<file path="config.mk">
export PLATFORM = sky130hd
export DESIGN_NAME = power_anomaly_detector_unit_flat
export DESIGN_NICKNAME = d
export VERILOG_FILES = /design/src/pad_pkg.sv /design/src/pad_in_if.sv /design/src/pad_out_if.sv /design/src/power_anomaly_detector_unit.sv /design/src/pad_cfg_regs.sv /design/src/pad_in_stage.sv /design/src/pad_core.sv /design/src/flat_wrapper.sv
export SDC_FILE = /design/constraint.sdc
export NUM_CORES = 1
export LEC_CHECK = 0
export ABC_AREA = 1
export BUFFER_PORTS_ARGS = -buffer_cell sky130_fd_sc_hd__buf_2
export CAP_MARGIN = 20
export CORE_MARGIN = 10
export CORE_UTILIZATION = 25
export CTS_CLUSTER_DIAMETER = 50
export DETAILED_ROUTE_END_ITERATION = 12
export GPL_TIMING_DRIVEN = 1
export PLACE_DENSITY = 0.5
export SYNTH_ARGS = -nofsm -noshare
export SYNTH_HDL_FRONTEND = slang
export SYNTH_HIERARCHICAL = 1
export SYNTH_SLANG_ARGS = --single-unit
</file>
<file path="constraint.sdc">
create_clock -name clk -period 7.2 [get_ports clk]
set_input_delay 0.72 -clock clk [delete_from_list [all_inputs] [get_ports clk]]
set_output_delay 0.72 -clock clk [all_outputs]
set_load 0.1 [all_outputs]
</file>
<file path="src/pad_pkg.sv">
// shared widths, reset values, register indexes and types of the power anomaly detector
package pad_pkg;

  localparam int CUR_W      = 24;
  localparam int MV_W       = 16;
  localparam int STATE_W    = 3;
  localparam int MASK_W     = 8;
  localparam int BUSY_W     = 4;
  localparam int TOTAL_W    = 4;
  localparam int CFG_DATA_W = 24;
  localparam int CFG_IDX_W  = 3;

  localparam int MAX_ANOMALIES_DEF = 10;
  localparam int SUBSYSTEM_BITS    = 8;

  localparam logic [MASK_W-1:0] SUBSYS_MASK =
    MASK_W'((64'd1 << SUBSYSTEM_BITS) - 64'd1);

  localparam logic [CUR_W-1:0]   SLEEP_CUR_RST  = CUR_W'(10000);
  localparam logic [CUR_W-1:0]   CRIT_CUR_RST   = CUR_W'(2000000);
  localparam logic [STATE_W-1:0] SLEEP_CODE_RST = STATE_W'(5);
  localparam logic [MV_W-1:0]    DROP_MV_RST    = MV_W'(500);
  localparam logic [BUSY_W-1:0]  BUSY_LIM_RST   = BUSY_W'(2);

  localparam logic [CFG_IDX_W-1:0] REG_SLEEP_CUR  = 3'd0;
  localparam logic [CFG_IDX_W-1:0] REG_CRIT_CUR   = 3'd1;
  localparam logic [CFG_IDX_W-1:0] REG_SLEEP_CODE = 3'd2;
  localparam logic [CFG_IDX_W-1:0] REG_DROP_MV    = 3'd3;
  localparam logic [CFG_IDX_W-1:0] REG_BUSY_LIM   = 3'd4;

  typedef struct packed {
    logic [CUR_W-1:0]   sleep_cur;
    logic [CUR_W-1:0]   crit_cur;
    logic [STATE_W-1:0] sleep_code;
    logic [MV_W-1:0]    drop_mv;
    logic [BUSY_W-1:0]  busy_lim;
  } pad_cfg_t;

  typedef struct packed {
    logic [CUR_W-1:0]   current_ua;
    logic [MV_W-1:0]    supply_mv;
    logic [STATE_W-1:0] pwr_mode;
    logic [MASK_W-1:0]  active_mask;
  } pad_item_t;

  typedef struct packed {
    logic               sleep_overcurrent;
    logic               sleep_entry_failed;
    logic               critical_overcurrent;
    logic               voltage_drop;
    logic [TOTAL_W-1:0] anomaly_total;
    logic               item_ignored;
  } pad_result_t;

endpackage

</file>
<file path="src/pad_in_if.sv">
// measurement channel: valid, ready and one measurement word
interface pad_in_if import pad_pkg::*; ();
  logic               valid;
  logic               ready;
  logic [CUR_W-1:0]   current_ua;
  logic [MV_W-1:0]    supply_mv;
  logic [STATE_W-1:0] pwr_mode;
  logic [MASK_W-1:0]  active_mask;

  modport source (output valid, current_ua, supply_mv, pwr_mode, active_mask,
                  input ready);
  modport sink   (input valid, current_ua, supply_mv, pwr_mode, active_mask,
                  output ready);
endinterface

</file>
<file path="src/pad_out_if.sv">
// result channel: valid, ready and one anomaly report word
interface pad_out_if import pad_pkg::*; ();
  logic               valid;
  logic               ready;
  logic               sleep_overcurrent;
  logic               sleep_entry_failed;
  logic               critical_overcurrent;
  logic               voltage_drop;
  logic [TOTAL_W-1:0] anomaly_total;
  logic               item_ignored;

  modport source (output valid, sleep_overcurrent, sleep_entry_failed,
                  critical_overcurrent, voltage_drop, anomaly_total, item_ignored,
                  input ready);
  modport sink   (input valid, sleep_overcurrent, sleep_entry_failed,
                  critical_overcurrent, voltage_drop, anomaly_total, item_ignored,
                  output ready);
endinterface

</file>
<file path="src/power_anomaly_detector_unit.sv">
// top level of the power anomaly detector
// Each measurement word gives exactly one report word. A word accepted on in_ch is held in
// the input register, checked in one pass against the configured limits and the stored
// voltage reference, and its report is written to the output register when that register
// is empty or out_ch takes the report held there; one word per clock is sustained while
// out_ch takes reports. That rate is set by the combinational check and saturating-counter
// update between the two registers.
// The counter saturates at MAX_ANOMALIES; anomaly_total shows its low four bits. Once
// full, every further word is reported as ignored. Limits are to be written through cfg_*
// only while no word is in flight; the block itself does not enforce this.
module power_anomaly_detector_unit import pad_pkg::*; #(
  parameter int MAX_ANOMALIES = MAX_ANOMALIES_DEF
) (
  input  logic                  clk,
  input  logic                  rst_n,
  input  logic                  cfg_we,
  input  logic [CFG_IDX_W-1:0]  cfg_idx,
  input  logic [CFG_DATA_W-1:0] cfg_wdata,
  pad_in_if.sink                in_ch,
  pad_out_if.source             out_ch
);

  pad_cfg_t  cfg;
  pad_item_t item;
  logic      item_valid;
  logic      take;

  pad_cfg_regs u_cfg (
    .clk       (clk),
    .rst_n     (rst_n),
    .cfg_we    (cfg_we),
    .cfg_idx   (cfg_idx),
    .cfg_wdata (cfg_wdata),
    .cfg       (cfg)
  );

  pad_in_stage u_in (
    .clk        (clk),
    .rst_n      (rst_n),
    .in_ch      (in_ch),
    .take       (take),
    .item_valid (item_valid),
    .item       (item)
  );

  pad_core #(
    .MAX_ANOMALIES (MAX_ANOMALIES)
  ) u_core (
    .clk        (clk),
    .rst_n      (rst_n),
    .cfg        (cfg),
    .item_valid (item_valid),
    .item       (item),
    .take       (take),
    .out_ch     (out_ch)
  );

endmodule

</file>
<file path="src/pad_cfg_regs.sv">
// configuration register file with write decode
module pad_cfg_regs import pad_pkg::*; (
  input  logic                  clk,
  input  logic                  rst_n,
  input  logic                  cfg_we,
  input  logic [CFG_IDX_W-1:0]  cfg_idx,
  input  logic [CFG_DATA_W-1:0] cfg_wdata,
  output pad_cfg_t              cfg
);

  pad_cfg_t cfg_r;
  pad_cfg_t cfg_nxt;

  always_comb begin
    cfg_nxt = cfg_r;
    if (cfg_we) begin
      unique case (cfg_idx)
        REG_SLEEP_CUR:  cfg_nxt.sleep_cur  = cfg_wdata[CUR_W-1:0];
        REG_CRIT_CUR:   cfg_nxt.crit_cur   = cfg_wdata[CUR_W-1:0];
        REG_SLEEP_CODE: cfg_nxt.sleep_code = cfg_wdata[STATE_W-1:0];
        REG_DROP_MV:    cfg_nxt.drop_mv    = cfg_wdata[MV_W-1:0];
        REG_BUSY_LIM:   cfg_nxt.busy_lim   = cfg_wdata[BUSY_W-1:0];
        default: ;
      endcase
    end
  end

  always_ff @(posedge clk) begin
    if (!rst_n) begin
      cfg_r.sleep_cur  <= SLEEP_CUR_RST;
      cfg_r.crit_cur   <= CRIT_CUR_RST;
      cfg_r.sleep_code <= SLEEP_CODE_RST;
      cfg_r.drop_mv    <= DROP_MV_RST;
      cfg_r.busy_lim   <= BUSY_LIM_RST;
    end else begin
      cfg_r <= cfg_nxt;
    end
  end

  assign cfg = cfg_r;

endmodule

</file>
<file path="src/pad_in_stage.sv">
// input register stage for measurement words
module pad_in_stage import pad_pkg::*; (
  input  logic      clk,
  input  logic      rst_n,
  pad_in_if.sink    in_ch,
  input  logic      take,
  output logic      item_valid,
  output pad_item_t item
);

  logic      valid_r;
  logic      valid_nxt;
  pad_item_t item_r;
  logic      load;

  assign in_ch.ready = !valid_r || take;
  assign load        = in_ch.valid && in_ch.ready;

  always_comb begin
    valid_nxt = valid_r;
    if (load) begin
      valid_nxt = 1'b1;
    end else if (take) begin
      valid_nxt = 1'b0;
    end
  end

  always_ff @(posedge clk) begin
    if (!rst_n) begin
      valid_r <= 1'b0;
    end else begin
      valid_r <= valid_nxt;
    end
  end

  always_ff @(posedge clk) begin
    if (load) begin
      item_r.current_ua  <= in_ch.current_ua;
      item_r.supply_mv   <= in_ch.supply_mv;
      item_r.pwr_mode    <= in_ch.pwr_mode;
      item_r.active_mask <= in_ch.active_mask;
    end
  end

  assign item_valid = valid_r;
  assign item       = item_r;

endmodule

</file>
<file path="src/pad_core.sv">
// anomaly checks, saturating counter, voltage reference and result register
module pad_core import pad_pkg::*; #(
  parameter int MAX_ANOMALIES = MAX_ANOMALIES_DEF
) (
  input  logic      clk,
  input  logic      rst_n,
  input  pad_cfg_t  cfg,
  input  logic      item_valid,
  input  pad_item_t item,
  output logic      take,
  pad_out_if.source out_ch
);

  localparam int CNT_W = $clog2(MAX_ANOMALIES + 1);
  localparam logic [CNT_W-1:0] CNT_MAX = CNT_W'(MAX_ANOMALIES);

  logic [CNT_W-1:0] cnt_r;
  logic [CNT_W-1:0] cnt_nxt;
  logic [MV_W-1:0]  prev_mv_r;
  logic             seen_r;
  logic             out_valid_r;
  logic             out_valid_nxt;
  pad_result_t      res_r;
  pad_result_t      res_nxt;

  logic [MASK_W-1:0] masked;
  logic [BUSY_W-1:0] ones;
  logic [MV_W-1:0]   floor_mv;
  logic              asleep;
  logic              ignored;
  logic              fire0, fire1, fire2, fire3;
  logic              f0, f1, f2, f3;
  logic [CNT_W-1:0]  c1, c2, c3;

  assign take = item_valid && (!out_valid_r || out_ch.ready);

  always_comb begin
    masked = item.active_mask & SUBSYS_MASK;
    ones   = '0;
    for (int i = 0; i < MASK_W; i++) begin
      ones = ones + BUSY_W'(masked[i]);
    end
  end

  assign asleep   = (item.pwr_mode == cfg.sleep_code);
  assign floor_mv = (prev_mv_r > cfg.drop_mv) ? (prev_mv_r - cfg.drop_mv) : '0;
  assign ignored  = (cnt_r >= CNT_MAX);

  assign fire0 = asleep && (item.current_ua > cfg.sleep_cur);
  assign fire1 = asleep && (ones > cfg.busy_lim);
  assign fire2 = (item.current_ua > cfg.crit_cur);
  assign fire3 = seen_r && (item.supply_mv < floor_mv);

  // each condition is counted only while the counter has room
  assign f0      = fire0 && (cnt_r < CNT_MAX);
  assign c1      = cnt_r + CNT_W'(f0);
  assign f1      = fire1 && (c1 < CNT_MAX);
  assign c2      = c1 + CNT_W'(f1);
  assign f2      = fire2 && (c2 < CNT_MAX);
  assign c3      = c2 + CNT_W'(f2);
  assign f3      = fire3 && (c3 < CNT_MAX);
  assign cnt_nxt = c3 + CNT_W'(f3);

  always_comb begin
    res_nxt.sleep_overcurrent    = f0;
    res_nxt.sleep_entry_failed   = f1;
    res_nxt.critical_overcurrent = f2;
    res_nxt.voltage_drop         = f3;
    res_nxt.anomaly_total        = TOTAL_W'(cnt_nxt);
    res_nxt.item_ignored         = ignored;
  end

  always_comb begin
    out_valid_nxt = out_valid_r;
    if (take) begin
      out_valid_nxt = 1'b1;
    end else if (out_ch.ready) begin
      out_valid_nxt = 1'b0;
    end
  end

  always_ff @(posedge clk) begin
    if (!rst_n) begin
      cnt_r       <= '0;
      seen_r      <= 1'b0;
      out_valid_r <= 1'b0;
    end else begin
      out_valid_r <= out_valid_nxt;
      if (take) begin
        cnt_r <= cnt_nxt;
        if (!ignored) begin
          seen_r <= 1'b1;
        end
      end
    end
  end

  always_ff @(posedge clk) begin
    if (take) begin
      res_r <= res_nxt;
      if (!ignored) begin
        prev_mv_r <= item.supply_mv;
      end
    end
  end

  assign out_ch.valid                = out_valid_r;
  assign out_ch.sleep_overcurrent    = res_r.sleep_overcurrent;
  assign out_ch.sleep_entry_failed   = res_r.sleep_entry_failed;
  assign out_ch.critical_overcurrent = res_r.critical_overcurrent;
  assign out_ch.voltage_drop         = res_r.voltage_drop;
  assign out_ch.anomaly_total        = res_r.anomaly_total;
  assign out_ch.item_ignored         = res_r.item_ignored;

endmodule

</file>
<file path="src/flat_wrapper.sv">
// flat-port wrapper written by rule: the top's interface ports become plain ports
module power_anomaly_detector_unit_flat import pad_pkg::*;
#(
  parameter int MAX_ANOMALIES = MAX_ANOMALIES_DEF
)
  (clk, rst_n, cfg_we, cfg_idx, cfg_wdata, in_ch_valid, in_ch_current_ua, in_ch_supply_mv, in_ch_pwr_mode, in_ch_active_mask, in_ch_ready, out_ch_valid, out_ch_sleep_overcurrent, out_ch_sleep_entry_failed, out_ch_critical_overcurrent, out_ch_voltage_drop, out_ch_anomaly_total, out_ch_item_ignored, out_ch_ready);
  pad_in_if in_ch_i ();
  pad_out_if out_ch_i ();
  input  logic clk;
  input  logic rst_n;
  input  logic cfg_we;
  input  logic [CFG_IDX_W-1:0] cfg_idx;
  input  logic [CFG_DATA_W-1:0] cfg_wdata;
  input wire logic [$bits(in_ch_i.valid)-1:0] in_ch_valid;
  input wire logic [$bits(in_ch_i.current_ua)-1:0] in_ch_current_ua;
  input wire logic [$bits(in_ch_i.supply_mv)-1:0] in_ch_supply_mv;
  input wire logic [$bits(in_ch_i.pwr_mode)-1:0] in_ch_pwr_mode;
  input wire logic [$bits(in_ch_i.active_mask)-1:0] in_ch_active_mask;
  output wire logic [$bits(in_ch_i.ready)-1:0] in_ch_ready;
  output wire logic [$bits(out_ch_i.valid)-1:0] out_ch_valid;
  output wire logic [$bits(out_ch_i.sleep_overcurrent)-1:0] out_ch_sleep_overcurrent;
  output wire logic [$bits(out_ch_i.sleep_entry_failed)-1:0] out_ch_sleep_entry_failed;
  output wire logic [$bits(out_ch_i.critical_overcurrent)-1:0] out_ch_critical_overcurrent;
  output wire logic [$bits(out_ch_i.voltage_drop)-1:0] out_ch_voltage_drop;
  output wire logic [$bits(out_ch_i.anomaly_total)-1:0] out_ch_anomaly_total;
  output wire logic [$bits(out_ch_i.item_ignored)-1:0] out_ch_item_ignored;
  input wire logic [$bits(out_ch_i.ready)-1:0] out_ch_ready;
  assign in_ch_i.valid = in_ch_valid;
  assign in_ch_i.current_ua = in_ch_current_ua;
  assign in_ch_i.supply_mv = in_ch_supply_mv;
  assign in_ch_i.pwr_mode = in_ch_pwr_mode;
  assign in_ch_i.active_mask = in_ch_active_mask;
  assign in_ch_ready = in_ch_i.ready;
  assign out_ch_valid = out_ch_i.valid;
  assign out_ch_sleep_overcurrent = out_ch_i.sleep_overcurrent;
  assign out_ch_sleep_entry_failed = out_ch_i.sleep_entry_failed;
  assign out_ch_critical_overcurrent = out_ch_i.critical_overcurrent;
  assign out_ch_voltage_drop = out_ch_i.voltage_drop;
  assign out_ch_anomaly_total = out_ch_i.anomaly_total;
  assign out_ch_item_ignored = out_ch_i.item_ignored;
  assign out_ch_i.ready = out_ch_ready;
  power_anomaly_detector_unit #(.MAX_ANOMALIES(MAX_ANOMALIES)) u_core (.clk(clk), .rst_n(rst_n), .cfg_we(cfg_we), .cfg_idx(cfg_idx), .cfg_wdata(cfg_wdata), .in_ch(in_ch_i), .out_ch(out_ch_i));
endmodule
</file>
=== Yosys cells after proc, flatten, opt, wreduce, memory -nomap -nowiden ===
Cells that the tools add are included.

* Output and inout port bits: 11
* Word-level logic and storage cells: 75
* Input bits: 83
* Register bits: 154

* Bitwise gates (word level): 1
* Reductions and logical operators: 22
* Order comparisons: 10
* Eq/ne operators: 5
* Multiplexer cells: 5
* $add $sub $neg: 12

{| class="wikitable"
|+ Operators with widths
! kind !! count
|-
| $gt A24 B24 Y1 || 2
|-
| $add A4 B1 Y4 || 8
|-
| $gt A16 B16 Y1 || 1
|-
| $lt A16 B16 Y1 || 1
|-
| $lt A4 B4 Y1 const B || 4
|-
| $mux W16 || 1
|-
| $sub A16 B16 Y16 || 1
|-
| $reduce_and A2 Y1 || 6
|-
| $logic_and A1 B1 Y1 || 9
|-
| $eq A3 B2 Y1 const B || 2
|-
| $add A3 B1 Y4 || 1
|-
| $ge A4 B4 Y1 const B || 1
|-
| $gt A4 B4 Y1 || 1
|-
| $mux W1 || 4
|-
| $reduce_bool A2 Y1 || 2
|-
| $add A2 B1 Y3 || 1
|-
| $eq A3 B1 Y1 const B || 1
|-
| $eq A3 B3 Y1 || 1
|-
| $eq A3 B3 Y1 const B || 1
|-
| $logic_not A3 Y1 || 1
|-
| $add A1 B1 Y2 || 1
|-
| $logic_not A1 Y1 || 2
|-
| $logic_or A1 B1 Y1 || 2
|-
| $not A1 Y1 || 1
|}

=== Longest topological paths before layout ===
Gate-level depths: netlist (run 1).

* Depth in word-level cells: 17
* Mapped depth: 38
* Depth with buffers taken out: 38

=== By module ===
Netlist (run 1), hierarchy kept.

{| class="wikitable"
|+ By module, submodules not included
! module !! seq. area each (um^2) !! area each (um^2) !! instances !! cells an instance
|-
| pad_core || 870.8 || 3975.1 || 1 || 523
|-
| pad_cfg_regs || 1421.4 || 2856.5 || 1 || 404
|-
| pad_in_stage || 1551.5 || 1582.8 || 1 || 58
|}

=== Worst setup path after synthesis (run 1) ===
OpenSTA, ideal clock, no wires.

* Kind: register to register
* Start point: register u_core.u_in.item_r (netlist bit u_core/u_in/item[0])
* End point: register u_core.u_core.cnt_r[2]
* Path buffers: 0
* Stages on the path, launching flop included: 32
* Clock period less this slack: 5703 ps
* Arrival: 5587 ps
* Path slack: 1497 ps
* Cell sequence: edfxtp_1 -> fa_1 -> inv_1 -> fa_1 -> fa_1 -> inv_1 -> ha_1 -> fa_1 -> xor2_1 -> ha_1 -> nand2_1 -> o21ai_0 -> o2111a_1 -> ha_1 -> ha_1 -> inv_1 -> nand2_1 -> nand2_2 -> nand3_1 -> o221ai_1 -> a21oi_1 -> ha_1 -> ha_1 -> xor2_1 -> nand3_1 -> nand4_1 -> a21oi_1 -> ha_1 -> ha_1 -> xnor2_1 -> o21ai_0 -> inv_1

* Word-level cells in the longest chain between the ends: 17

{| class="wikitable"
|+ RTL lines
! element !! RTL line !! source
|-
| from (decl) || pad_in_stage.sv:13 || <nowiki>pad_item_t item_r;</nowiki>
|-
| $add A1 B1 Y2 || pad_core.sv:41 || <nowiki>ones = ones + BUSY_W'(masked[i]);</nowiki>
|-
| $add A2 B1 Y3 || pad_core.sv:41 ||
|-
| $add A3 B1 Y4 || pad_core.sv:41 ||
|-
| $add A4 B1 Y4 (4 in series) || pad_core.sv:41 ||
|-
| $gt A4 B4 Y1 || pad_core.sv:50 || <nowiki>assign fire1 = asleep && (ones > cfg.busy_lim);</nowiki>
|-
| $logic_and A1 B1 Y1 || pad_core.sv:50 ||
|-
| $logic_and A1 B1 Y1 || pad_core.sv:57 || <nowiki>assign f1 = fire1 && (c1 < CNT_MAX);</nowiki>
|-
| net u_core.u_core.f1 || pad_core.sv:32 || <nowiki>logic f0, f1, f2, f3;</nowiki>
|-
| (+2 left out) || - ||
|-
| $logic_and A1 B1 Y1 || pad_core.sv:59 || <nowiki>assign f2 = fire2 && (c2 < CNT_MAX);</nowiki>
|-
| net u_core.u_core.f2 || pad_core.sv:32 ||
|-
| $add A4 B1 Y4 || pad_core.sv:60 || <nowiki>assign c3 = c2 + CNT_W'(f2);</nowiki>
|-
| $lt A4 B4 Y1 || pad_core.sv:61 || <nowiki>assign f3 = fire3 && (c3 < CNT_MAX);</nowiki>
|-
| $logic_and A1 B1 Y1 || pad_core.sv:61 ||
|-
| net u_core.u_core.f3 || pad_core.sv:32 ||
|-
| $add A4 B1 Y4 || pad_core.sv:62 || <nowiki>assign cnt_nxt = c3 + CNT_W'(f3);</nowiki>
|-
| net u_core.u_core.cnt_nxt[2] || pad_core.sv:18 || <nowiki>logic [CNT_W-1:0] cnt_nxt;</nowiki>
|-
| to (signal assigned) || pad_core.sv:90 || <nowiki>cnt_r <= cnt_nxt;</nowiki>
|-
| to (decl) || pad_core.sv:17 || <nowiki>logic [CNT_W-1:0] cnt_r;</nowiki>
|}

The timed path passes the listed nets, and every way through them passes these cells.
A chain may end at the register's enable or synchronous reset.

=== Worst setup path after layout (run 1) ===
Ends and elaborated chain as after synthesis.

==> run metrics, run 1 <==
status=finished, final reports clean; register bit total from synthesis=154; path type of the worst min-delay path=input port to register; CP Data Required Time=7.53 ns; hpwl dp=17000 µm; total number of vias=6572; count of distinct cell types in the synthesized netlist=43; Vert. Die Dim=203 µm; worst r2r src=u_core/u_in/item[0]; startpoint of the worst setup timing path=u_core/u_in/item[0]; number of nets with antenna violations after routing=0; level count of the clock H-tree=4; critical path capture point type=register; setup violators final=0; Largest stage delay, worst path=0.54 ns; clk sinks=154; most used cell, CP=ha_1; LEAKAGE=4.55 nW; TritonCTS clock tree=yes; Detailed Routing Iterations Pass 1=4; via count of the first global-routing pass=6635; wire length of the first global-routing pass=35800 µm; post-route fraction of the period consumed by the critical path=0.857; Power Dens Cells=234 mW/mm²; synthesized netlist cell count=985; max cap viols=0; Tot Pwr=2.32 mW; initial antenna violation count=3; fin crit period=6.17 ns; synth cell count leaders=nand2_1, inv_1, nor2_1; Post-Route Setup TNS=0 ns; count of port buffers added during placement=93; kind of critical path=register to register; count of hold-fix buffers inserted at cts=0; chip width=203 µm; Synth Net Count=1167; CTS root buffer=clkbuf_16; arrival time worst endpoint=6.50 ns; GRT Resource Usage Total=0.111; cell depth of the worst flop-to-flop path=31; number of top-level design ports=94; area share of the largest cell type after synthesis=0.271; starting density of the core=0.252; cell family contributing the most delay on the critical path=adder cells; number of cells on the critical path=31; transition at the pin with the smallest max-transition slack=0.973 ns; later-pin clock latency in the skew report=0.44 ns; netlist area before placement=0.00841 mm²; Inserted Clock Buffers=17; unrepaired setup endpoints after global routing=no; Core Region=0.0334 mm²; leading cell types by total area after synthesis=edfxtp_1, dfxtp_1, ha_1; reg2reg end=u_core/u_core/cnt_r[2]; crit start category=register; count of buffering cells on the critical path with inverters included=4; number of pins exceeding their max-slew limit in the final report=0; overall die area=0.0414 mm²; number of design rule violations left after detail routing=0; headroom to the max-slew limit=0.351; setup slack of the worst register-to-register path=1.03 ns; Main synth FF type=dfxtp_1; final weighted congestion of routability-driven global placement=0.833; area growth from synthesis to layout=18.2%; fraction of the yosys area taken by sequential cells=0.457; number of nets in the final layout=1259; largest net degree at the start of global routing=76; peak supply drop=0.169 mV; clock tree skew after final layout=0.0113 ns; Final Hold Viols=0; most frequent cell after synthesis=nand2_1; Clock Path Buffers=2; number of enable flip-flop cells after synthesis=76; final global-route overflow total=0; average routed wire per standard cell=14.6 µm; clock-pin slew of the registers on the worst-case setup and hold paths=0.07 ns; async set-reset flop share out of synthesis=0; Iteration-0 DRC Markers=349; share of layout cells above drive strength 1=0.143; worst setup path end=u_core/u_core/cnt_r[2]; wirelength, routed=22500 µm; number of placement rows=67; Resized cells post-CTS=0; number of warnings printed during yosys synthesis=6; mean instance size in the synthesized netlist=8.54 µm²; crit-path max FO=3; Highest Clock Rate=162 MHz; dominant cell type by area after synthesis=edfxtp_1; Critical-path top delay cell=fa_1; Post-CTS Setup Inserts=0; mean number of vias per cell=4.27
## per-layer routing
metal,vias up,global-route usage,wire (µm)
li1,3406,-,-
met1,3026,0.135,10300
met2,113,0.185,10800
met3,23,0.0332,1080
met4,4,0.0341,306
met5,-,0,21
## flip-flops by register name (all words and copies together) (netlist names), 4 cells and up
signal,flops
u_core/u_in/item,51
u_core/u_core/cnt_r,4
u_core/u_cfg/cfg,71
u_core/u_core/prev_mv_r,16
u_core/u_core/out_ch.anomaly_total,4
## through the flow
step / hold WS [ns] / setup slack (ns) / area, µm² / instances / utilization
final: 0.454 / 1.03 / 9940 / 1539 / 0.298
after global routing: 0.430 / 0.565 / 9940 / 1538 / 0.298
after detailed placement: 0.451 / 1.03 / 9340 / 1506 / 0.280
after CTS: 0.431 / 1.01 / 9940 / 1538 / 0.298
after floorplan: 0.427 / 1.50 / 8410 / 985 / -
after global placement: 0.446 / 1.23 / 9340 / 1506 / 0.280
## layout make-up
cell class / instances / area (µm²)
fill: 3653 / 23400
multi-input combinational: 659 / 3890
sequential: 154 / 3840
tap: 448 / 561
inverter: 148 / 557
clock buffer: 20 / 500
timing repair buffer: 97 / 495
clock inverter: 12 / 95.1
antenna: 1 / 2.50
## how the worst min path moves through the flow
stage	startpoint	to	cells past startpoint
after detailed placement	u_core/u_cfg/cfg[9]	u_core/u_cfg/cfg[9]	2
after global routing	in_ch_current_ua[15]	u_core/u_in/item[42]	1
after CTS	in_ch_current_ua[22]	u_core/u_in/item[49]	1
final	in_ch_current_ua[23]	u_core/u_in/item[50]	1
after global placement	u_core/u_cfg/cfg[8]	u_core/u_cfg/cfg[8]	2
after floorplan	u_core/u_in/item[11]	u_core/u_core/prev_mv_r[0]	0
## placed cells by master (no fill, tap or decap), types with 3 or more instances in the layout
| master | n |
|---|---|
| ha_1 | 94 |
| nand3b_1 | 3 |
| clkbuf_16 | 20 |
| nand2_1 | 193 |
| buf_4 | 4 |
| nand2_2 | 4 |
| a211oi_1 | 4 |
| inv_4 | 4 |
| a21boi_0 | 3 |
| nor2_1 | 128 |
| o21a_1 | 3 |
| o21bai_1 | 3 |
| o21ai_0 | 18 |
| buf_2 | 93 |
| inv_6 | 5 |
| fa_1 | 5 |
| dfxtp_1 | 78 |
| edfxtp_1 | 76 |
| nor3_1 | 5 |
| a21oi_1 | 46 |
| or2_2 | 8 |
| nand4_1 | 10 |
| nor2_4 | 5 |
| clkinv_4 | 3 |
| xor2_1 | 6 |
| inv_1 | 145 |
| nand3_1 | 99 |
## where the power goes
| part | internal, mW | switching, mW |
|---|---|---|
| registers | 0.977 | 0.0285 |
| clock network | 0.511 | 0.400 |
| logic | 0.143 | 0.264 |
## cells by family (layout without fill, tap and decap cells)
family	after synthesis	in the layout	share of synthesized area
AND/OR/NAND/NOR	460	460	0.234
XOR/XNOR	10	10	0.0122
flip-flops	154	154	0.457
AO/OA/AOI/OAI	90	90	0.0623
other	0	1	0
adder cells (fa/ha/maj)	99	99	0.152
buffers and inverters	172	277	0.0834
(Power assumes the default switching activity.)
==> inputs of run 2 (changes only) <==
--- a/config.mk
+++ b/config.mk
@@ -6,14 +6,14 @@
 export NUM_CORES = 1
 export LEC_CHECK = 0
 export ABC_AREA = 1
-export BUFFER_PORTS_ARGS = -buffer_cell sky130_fd_sc_hd__buf_2
 export CAP_MARGIN = 20
 export CORE_MARGIN = 10
 export CORE_UTILIZATION = 25
 export CTS_CLUSTER_DIAMETER = 50
 export DETAILED_ROUTE_END_ITERATION = 12
+export DONT_BUFFER_PORTS = 1
 export GPL_TIMING_DRIVEN = 1
-export PLACE_DENSITY = 0.5
+export PLACE_DENSITY = 0.47
 export SYNTH_ARGS = -nofsm -noshare
 export SYNTH_HDL_FRONTEND = slang
 export SYNTH_HIERARCHICAL = 1
==> run 2 against run 1 <==
Compared with the run above:
- core utilization is 1.4 points lower
- worst hold slack got worse by 0.082 ns
- register-to-register slack got worse by 0.02 ns
- cell count fell by 6.1%
- global-route usage fell by 0.11 points
- critical path depth stayed put
==> run metrics, run 2 (synthesized netlist as in run 1, its figures left out) <==
max reg flops=71 (unchanged); overall die area=0.0414 mm² (unchanged); total number of vias=6114 (-7.0%); Inserted Clock Buffers=17 (unchanged); Reg area=0.00384 mm² (unchanged); area occupied by multi-input gates=0.00388 mm² (about the same); post-route fraction of the period consumed by the critical path=0.859 (+0.00230); max cap viols=0 (unchanged); total instance count after detailed placement=1413 (-6.2%); area growth from synthesis to layout=12.5%; wire length of the first global-routing pass=34800 µm (-2.8%); chip width=203 µm (unchanged); number of pins exceeding their max-slew limit in the final report=0 (unchanged); arrival time worst endpoint=6.51 ns (about the same); Power Dens Cells=240 mW/mm² (+2.8%); count of buffering cells on the critical path with inverters included=4 (unchanged); number of design rule violations left after detail routing=0 (unchanged); headroom to the max-slew limit=0.351 (about the same); number of nets with antenna violations after routing=0 (unchanged); hpwl dp=17000 µm (-0.25%); Post-CTS Setup Inserts=0 (unchanged); switching power=0.673 mW (-2.8%); share of layout cells above drive strength 1=0.0622 (-0.0809); Iteration-0 DRC Markers=309 (-11%); number of top-level design ports=94 (unchanged); count of port buffers added during placement=0 (-100%); crit start category=register; number of placement rows=67 (unchanged); status=finished, final reports clean; setup violators final=0 (unchanged); final core occ=0.284 (-0.0144); CP Data Required Time=7.53 ns (about the same); Post-Route Setup TNS=0 ns (unchanged); highest-count cells in the layout ignoring fill and taps=nand2_1, inv_1, nor2_1; power share of the sequential group=0.461 (+0.028); Critical-path top delay cell=fa_1; clock-pin slew of the registers on the worst-case setup and hold paths=0.07 ns (about the same); kind of critical path=register to register; Core Region=0.0334 mm² (unchanged); peak supply drop=0.174 mV (+2.9%); initial antenna violation count=0 (-3); cell family contributing the most delay on the critical path=adder cells; Int Power=1.60 mW (-1.8%); final global-route overflow total=0 (unchanged); via count of the first global-routing pass=6093 (-8.2%); LEAKAGE=4.18 nW (-8.3%); path type of the worst min-delay path=input port to register; Final Hold Viols=0 (unchanged); Worst Slack Setup Final=1.01 ns (-0.0166 ns); starting density of the core=0.252 (unchanged); most used cell, CP=ha_1; average routed wire per standard cell=15.4 µm (+5.4%); Detailed Routing Iterations Pass 1=4 (unchanged); wirelength, routed=22300 µm (-1.0%); leading cell type in the layout, fill and taps excluded=nand2_1; Highest Clock Rate=162 MHz (-0.27%); unrepaired setup endpoints after global routing=no; clock tree skew after final layout=0.00988 ns (-0.00139 ns); transition at the pin with the smallest max-transition slack=0.973 ns (+0.0000157 ns); share of total power consumed by net switching=0.296 (-0.00204); Tot Pwr=2.27 mW (-2.1%); later-pin clock latency in the skew report=0.44 ns (about the same); number of diodes added for antenna fixing=0 (-1); Largest stage delay, worst path=0.54 ns (about the same); Final Hold Slack=0.372 ns (-0.0819 ns); Post-Place Cell Area=0.00888 mm² (-5.0%); CTS root buffer=clkbuf_16; Clock Path Buffers=2 (unchanged); crit-path max FO=3 (unchanged); mean number of vias per cell=4.23 (-0.92%); proportion of power drawn by the clock network=0.396 (+0.004); critical path capture point type=register; non-filler cells in the finished layout=1445 (-6.1%); post-route design area=0.00946 mm² (-4.8%); fin crit period=6.19 ns (+0.0165 ns); clk sinks=154 (unchanged); Vert. Die Dim=203 µm (unchanged); count of hold-fix buffers inserted at cts=0 (unchanged); TritonCTS clock tree=yes; Layout fillers=3632 (-0.57%); largest net degree at the start of global routing=76 (unchanged); final weighted congestion of routability-driven global placement=0.813 (-2.4%); level count of the clock H-tree=4 (unchanged); Resized cells post-CTS=0 (unchanged); number of nets in the final layout=1166 (-7.4%); GRT Resource Usage Total=0.110 (-0.00106); proportion of power drawn by combinational gates=0.142 (-0.033); pre-CTS setup slack=0.960 ns (-0.0659 ns)
-- run 2: cell types whose count changed in the layout (fill, tap and decap cells not counted) --
| cell | previous run | this run |
|---|---|---|
| clkinv_2 | 1 | 2 |
| nor2_1 | 128 | 129 |
| inv_6 | 5 | 6 |
| clkinvlp_4 | 0 | 1 |
| inv_4 | 4 | 1 |
| diode_2 | 1 | 0 |
| clkbuf_8 | 0 | 1 |
| buf_2 | 93 | 0 |
| clkbuf_16 | 20 | 19 |
| nor2_2 | 2 | 1 |
-- run 2: worst register-to-register path: cells and delay by family, from the launching register on --
kind,cells,cell delay (ns)
buffers and inverters,4,0.19
AND/OR/NAND/NOR,6,0.48
XOR/XNOR,3,0.58
adder cells (fa/ha/maj),12,3.49
flip-flops,1,0.40
AO/OA/AOI/OAI,6,0.97
-- run 2: layout make-up --
| cell class | count | area share |
|---|---|---|
| Tap cell | 448 | 0.0592 |
| Clock inverter | 12 | 0.0103 |
| Multi-Input combinational cell | 659 | 0.411 |
| Inverter | 148 | 0.0588 |
| Sequential cell | 154 | 0.406 |
| Timing Repair Buffer | 4 | 0.00317 |
| Clock buffer | 20 | 0.0517 |
-- run 2: layer usage --
metal / wire [µm] / share of wire / vias up / track usage
li1: - / - / 3222 / -
met1: 10400 / 0.47 / 2803 / 0.133
met2: 10500 / 0.47 / 74 / 0.182
met3: 1060 / 0.048 / 15 / 0.0346
met4: 229 / 0.010 / 0 / 0.0333
met5: 0 / 0 / - / 0
-- run 2: final timing paths --
path                              from                     end  slack [ns]  cells after the start
setup reg to reg   u_core/u_in/item[0]  u_core/u_core/cnt_r[2]        1.01                     31
setup / recovery   u_core/u_in/item[0]  u_core/u_core/cnt_r[2]        1.01                     31
hold reg to reg   u_core/u_cfg/cfg[11]    u_core/u_cfg/cfg[11]        0.47                      2
hold / removal    in_ch_current_ua[18]    u_core/u_in/item[45]        0.37                      0
-- run 2: power groups by stage --
stage | Combinational [mW] | Sequential, mW | Clock, mW
2_1_floorplan | 0.257 | 1.06 | 0
3_3_place_gp | 0.320 | 1.07 | 0
3_5_place_dp | 0.329 | 1.07 | 0
4_1_cts | 0.331 | 1.05 | 0.930
5_1_grt | 0.384 | 1.05 | 0.969
6_report | 0.323 | 1.05 | 0.901
==> inputs of run 3 (changes only) <==
==> constraint.sdc (replaced) <==
create_clock -name clk -period 7 [get_ports clk]
set_input_delay 0.7 -clock clk [delete_from_list [all_inputs] [get_ports clk]]
set_output_delay 0.7 -clock clk [all_outputs]
set_load 0.1 [all_outputs]
==> run 3 against run 2 <==
Compared with the run above:
- clock-buffer cell count down 3
- first-iteration DRC count grew 13%
- cell area decreased by 0.34%
- sequential power about the same
- die area unchanged
- register-to-register slack worse by 0.21 ns
- clock power is essentially flat
- worst setup slack worse by 0.21 ns
- non-clock buffer count stayed put
- critical path type unchanged
- critical endpoint unchanged
==> run metrics, run 3 (synthesized netlist as in run 1, its figures left out) <==
GRT Resource Usage Total=0.111 (+0.000849); area growth from synthesis to layout=12.1%; most used cell, CP=ha_1; Largest stage delay, worst path=0.54 ns (about the same); Worst Slack Setup Final=0.806 ns (-0.207 ns); CTS root buffer=clkbuf_16; fin crit period=6.19 ns (+0.00716 ns); Highest Clock Rate=161 MHz (-0.12%); count of hold-fix buffers inserted at cts=0 (unchanged); number of nets with antenna violations after routing=0 (unchanged); total number of vias=6147 (+0.54%); Layout fillers=3620 (-0.33%); mean number of vias per cell=4.25 (+0.54%); Post-Place Cell Area=0.00888 mm² (unchanged); transition at the pin with the smallest max-transition slack=0.975 ns (+0.00206 ns); path type of the worst min-delay path=input port to register; average routed wire per standard cell=15.5 µm (+0.76%); final core occ=0.283 (-0.000975); number of placement rows=67 (unchanged); chip width=203 µm (unchanged); post-route fraction of the period consumed by the critical path=0.885 (+0.0256); Tot Pwr=2.31 mW (+1.7%); later-pin clock latency in the skew report=0.45 ns (about the same); starting density of the core=0.252 (unchanged); unrepaired setup endpoints after global routing=no; share of layout cells above drive strength 1=0.0622 (unchanged); clock tree skew after final layout=0.0118 ns (+0.00195 ns); headroom to the max-slew limit=0.349 (-0.00137); Vert. Die Dim=203 µm (unchanged); Power Dens Cells=245 mW/mm² (+2.1%); Core Region=0.0334 mm² (unchanged); wire length of the first global-routing pass=35000 µm (+0.70%); status=finished, final reports clean; crit start category=register; Final Hold Slack=0.344 ns (-0.0283 ns); number of diodes added for antenna fixing=0 (unchanged); Inserted Clock Buffers=17 (unchanged); level count of the clock H-tree=4 (unchanged); Detailed Routing Iterations Pass 1=6 (+2); largest net degree at the start of global routing=76 (unchanged); kind of critical path=register to register; hpwl dp=17000 µm (+0.25%); count of port buffers added during placement=0 (unchanged); via count of the first global-routing pass=6037 (-0.92%); Final Hold Viols=0 (unchanged); LEAKAGE=4.16 nW (-0.30%); clock-pin slew of the registers on the worst-case setup and hold paths=0.07 ns (about the same); highest-count cells in the layout ignoring fill and taps=nand2_1, inv_1, nor2_1; non-filler cells in the finished layout=1445 (unchanged); wirelength, routed=22400 µm (+0.76%); post-route design area=0.00943 mm² (-0.34%); number of top-level design ports=94 (unchanged); max cap viols=0 (unchanged); number of design rule violations left after detail routing=0 (unchanged); crit-path max FO=3 (unchanged); overall die area=0.0414 mm² (unchanged); Post-CTS Setup Inserts=0 (unchanged); number of nets in the final layout=1166 (unchanged); arrival time worst endpoint=6.53 ns (+0.02 ns); Clock Path Buffers=2 (unchanged); peak supply drop=0.168 mV (-3.7%); TritonCTS clock tree=yes; max reg flops=71 (unchanged); pre-CTS setup slack=0.759 ns (-0.201 ns); clk sinks=154 (unchanged); number of pins exceeding their max-slew limit in the final report=0 (unchanged); Resized cells post-CTS=0 (unchanged); initial antenna violation count=0 (unchanged); leading cell type in the layout, fill and taps excluded=nand2_1; Iteration-0 DRC Markers=350 (+13%); total instance count after detailed placement=1413 (unchanged); final global-route overflow total=0 (unchanged); Critical-path top delay cell=fa_1; final weighted congestion of routability-driven global placement=0.813 (about the same); critical path capture point type=register; CP Data Required Time=7.34 ns (-0.19 ns); Post-Route Setup TNS=0 ns (unchanged); setup violators final=0 (unchanged)
-- run 3: cell count changes in the layout (fill, tap and decap cells not counted) --
cell,previous run,this run
inv_8,0,4
clkbuf_16,19,17
clkinv_2,2,4
clkinv_4,3,1
clkbuf_8,1,0
inv_4,1,0
-- run 3: critical path: cells and delay by family, from the launching register on --
family / cells / cell delay, ns
flip-flops: 1 / 0.40
XOR/XNOR: 3 / 0.58
AO/OA/AOI/OAI: 6 / 0.96
buffers and inverters: 4 / 0.19
adder cells (fa/ha/maj): 12 / 3.53
AND/OR/NAND/NOR: 6 / 0.47
-- run 3: report_power, final --
part / internal [mW] / total (mW) / leakage, nW / switching (mW)
Clock: 0.468 / 0.900 / 0.277 / 0.432
Sequential: 1.00 / 1.08 / 1.36 / 0.0740
Combinational: 0.129 / 0.335 / 2.52 / 0.206
Total: 1.60 / 2.31 / 4.16 / 0.712
-- run 3: path summary, 6_finish.rpt --
kind | depth (start not counted) | startpoint | slack [ns] | end
hold reg to reg | 0 | u_core/u_in/item[21] | 0.45 | u_core/u_core/prev_mv_r[10]
setup / recovery | 31 | u_core/u_in/item[0] | 0.81 | u_core/u_core/cnt_r[2]
setup reg to reg | 31 | u_core/u_in/item[0] | 0.81 | u_core/u_core/cnt_r[2]
hold / removal | 0 | in_ch_current_ua[14] | 0.34 | u_core/u_in/item[41]
-- run 3: routing by layer --
layer / track usage / up-vias / part of all wire
met2: 0.179 / 84 / 0.47
met1: 0.138 / 2810 / 0.47
met3: 0.0309 / 20 / 0.045
met4: 0.0397 / 0 / 0.016
met5: 0 / - / 0
li1: - / 3233 / -
-- run 3: cell type report --
| type | count | area, µm² | share of cell area |
|---|---|---|---|
| Multi-Input combinational cell | 659 | 3880 | 0.412 |
| Sequential cell | 154 | 3840 | 0.408 |
| Clock buffer | 17 | 425 | 0.0451 |
| Inverter | 148 | 557 | 0.0590 |
| Tap cell | 448 | 561 | 0.0594 |
| Clock inverter | 15 | 129 | 0.0137 |
| Timing Repair Buffer | 4 | 30.0 | 0.00318 |
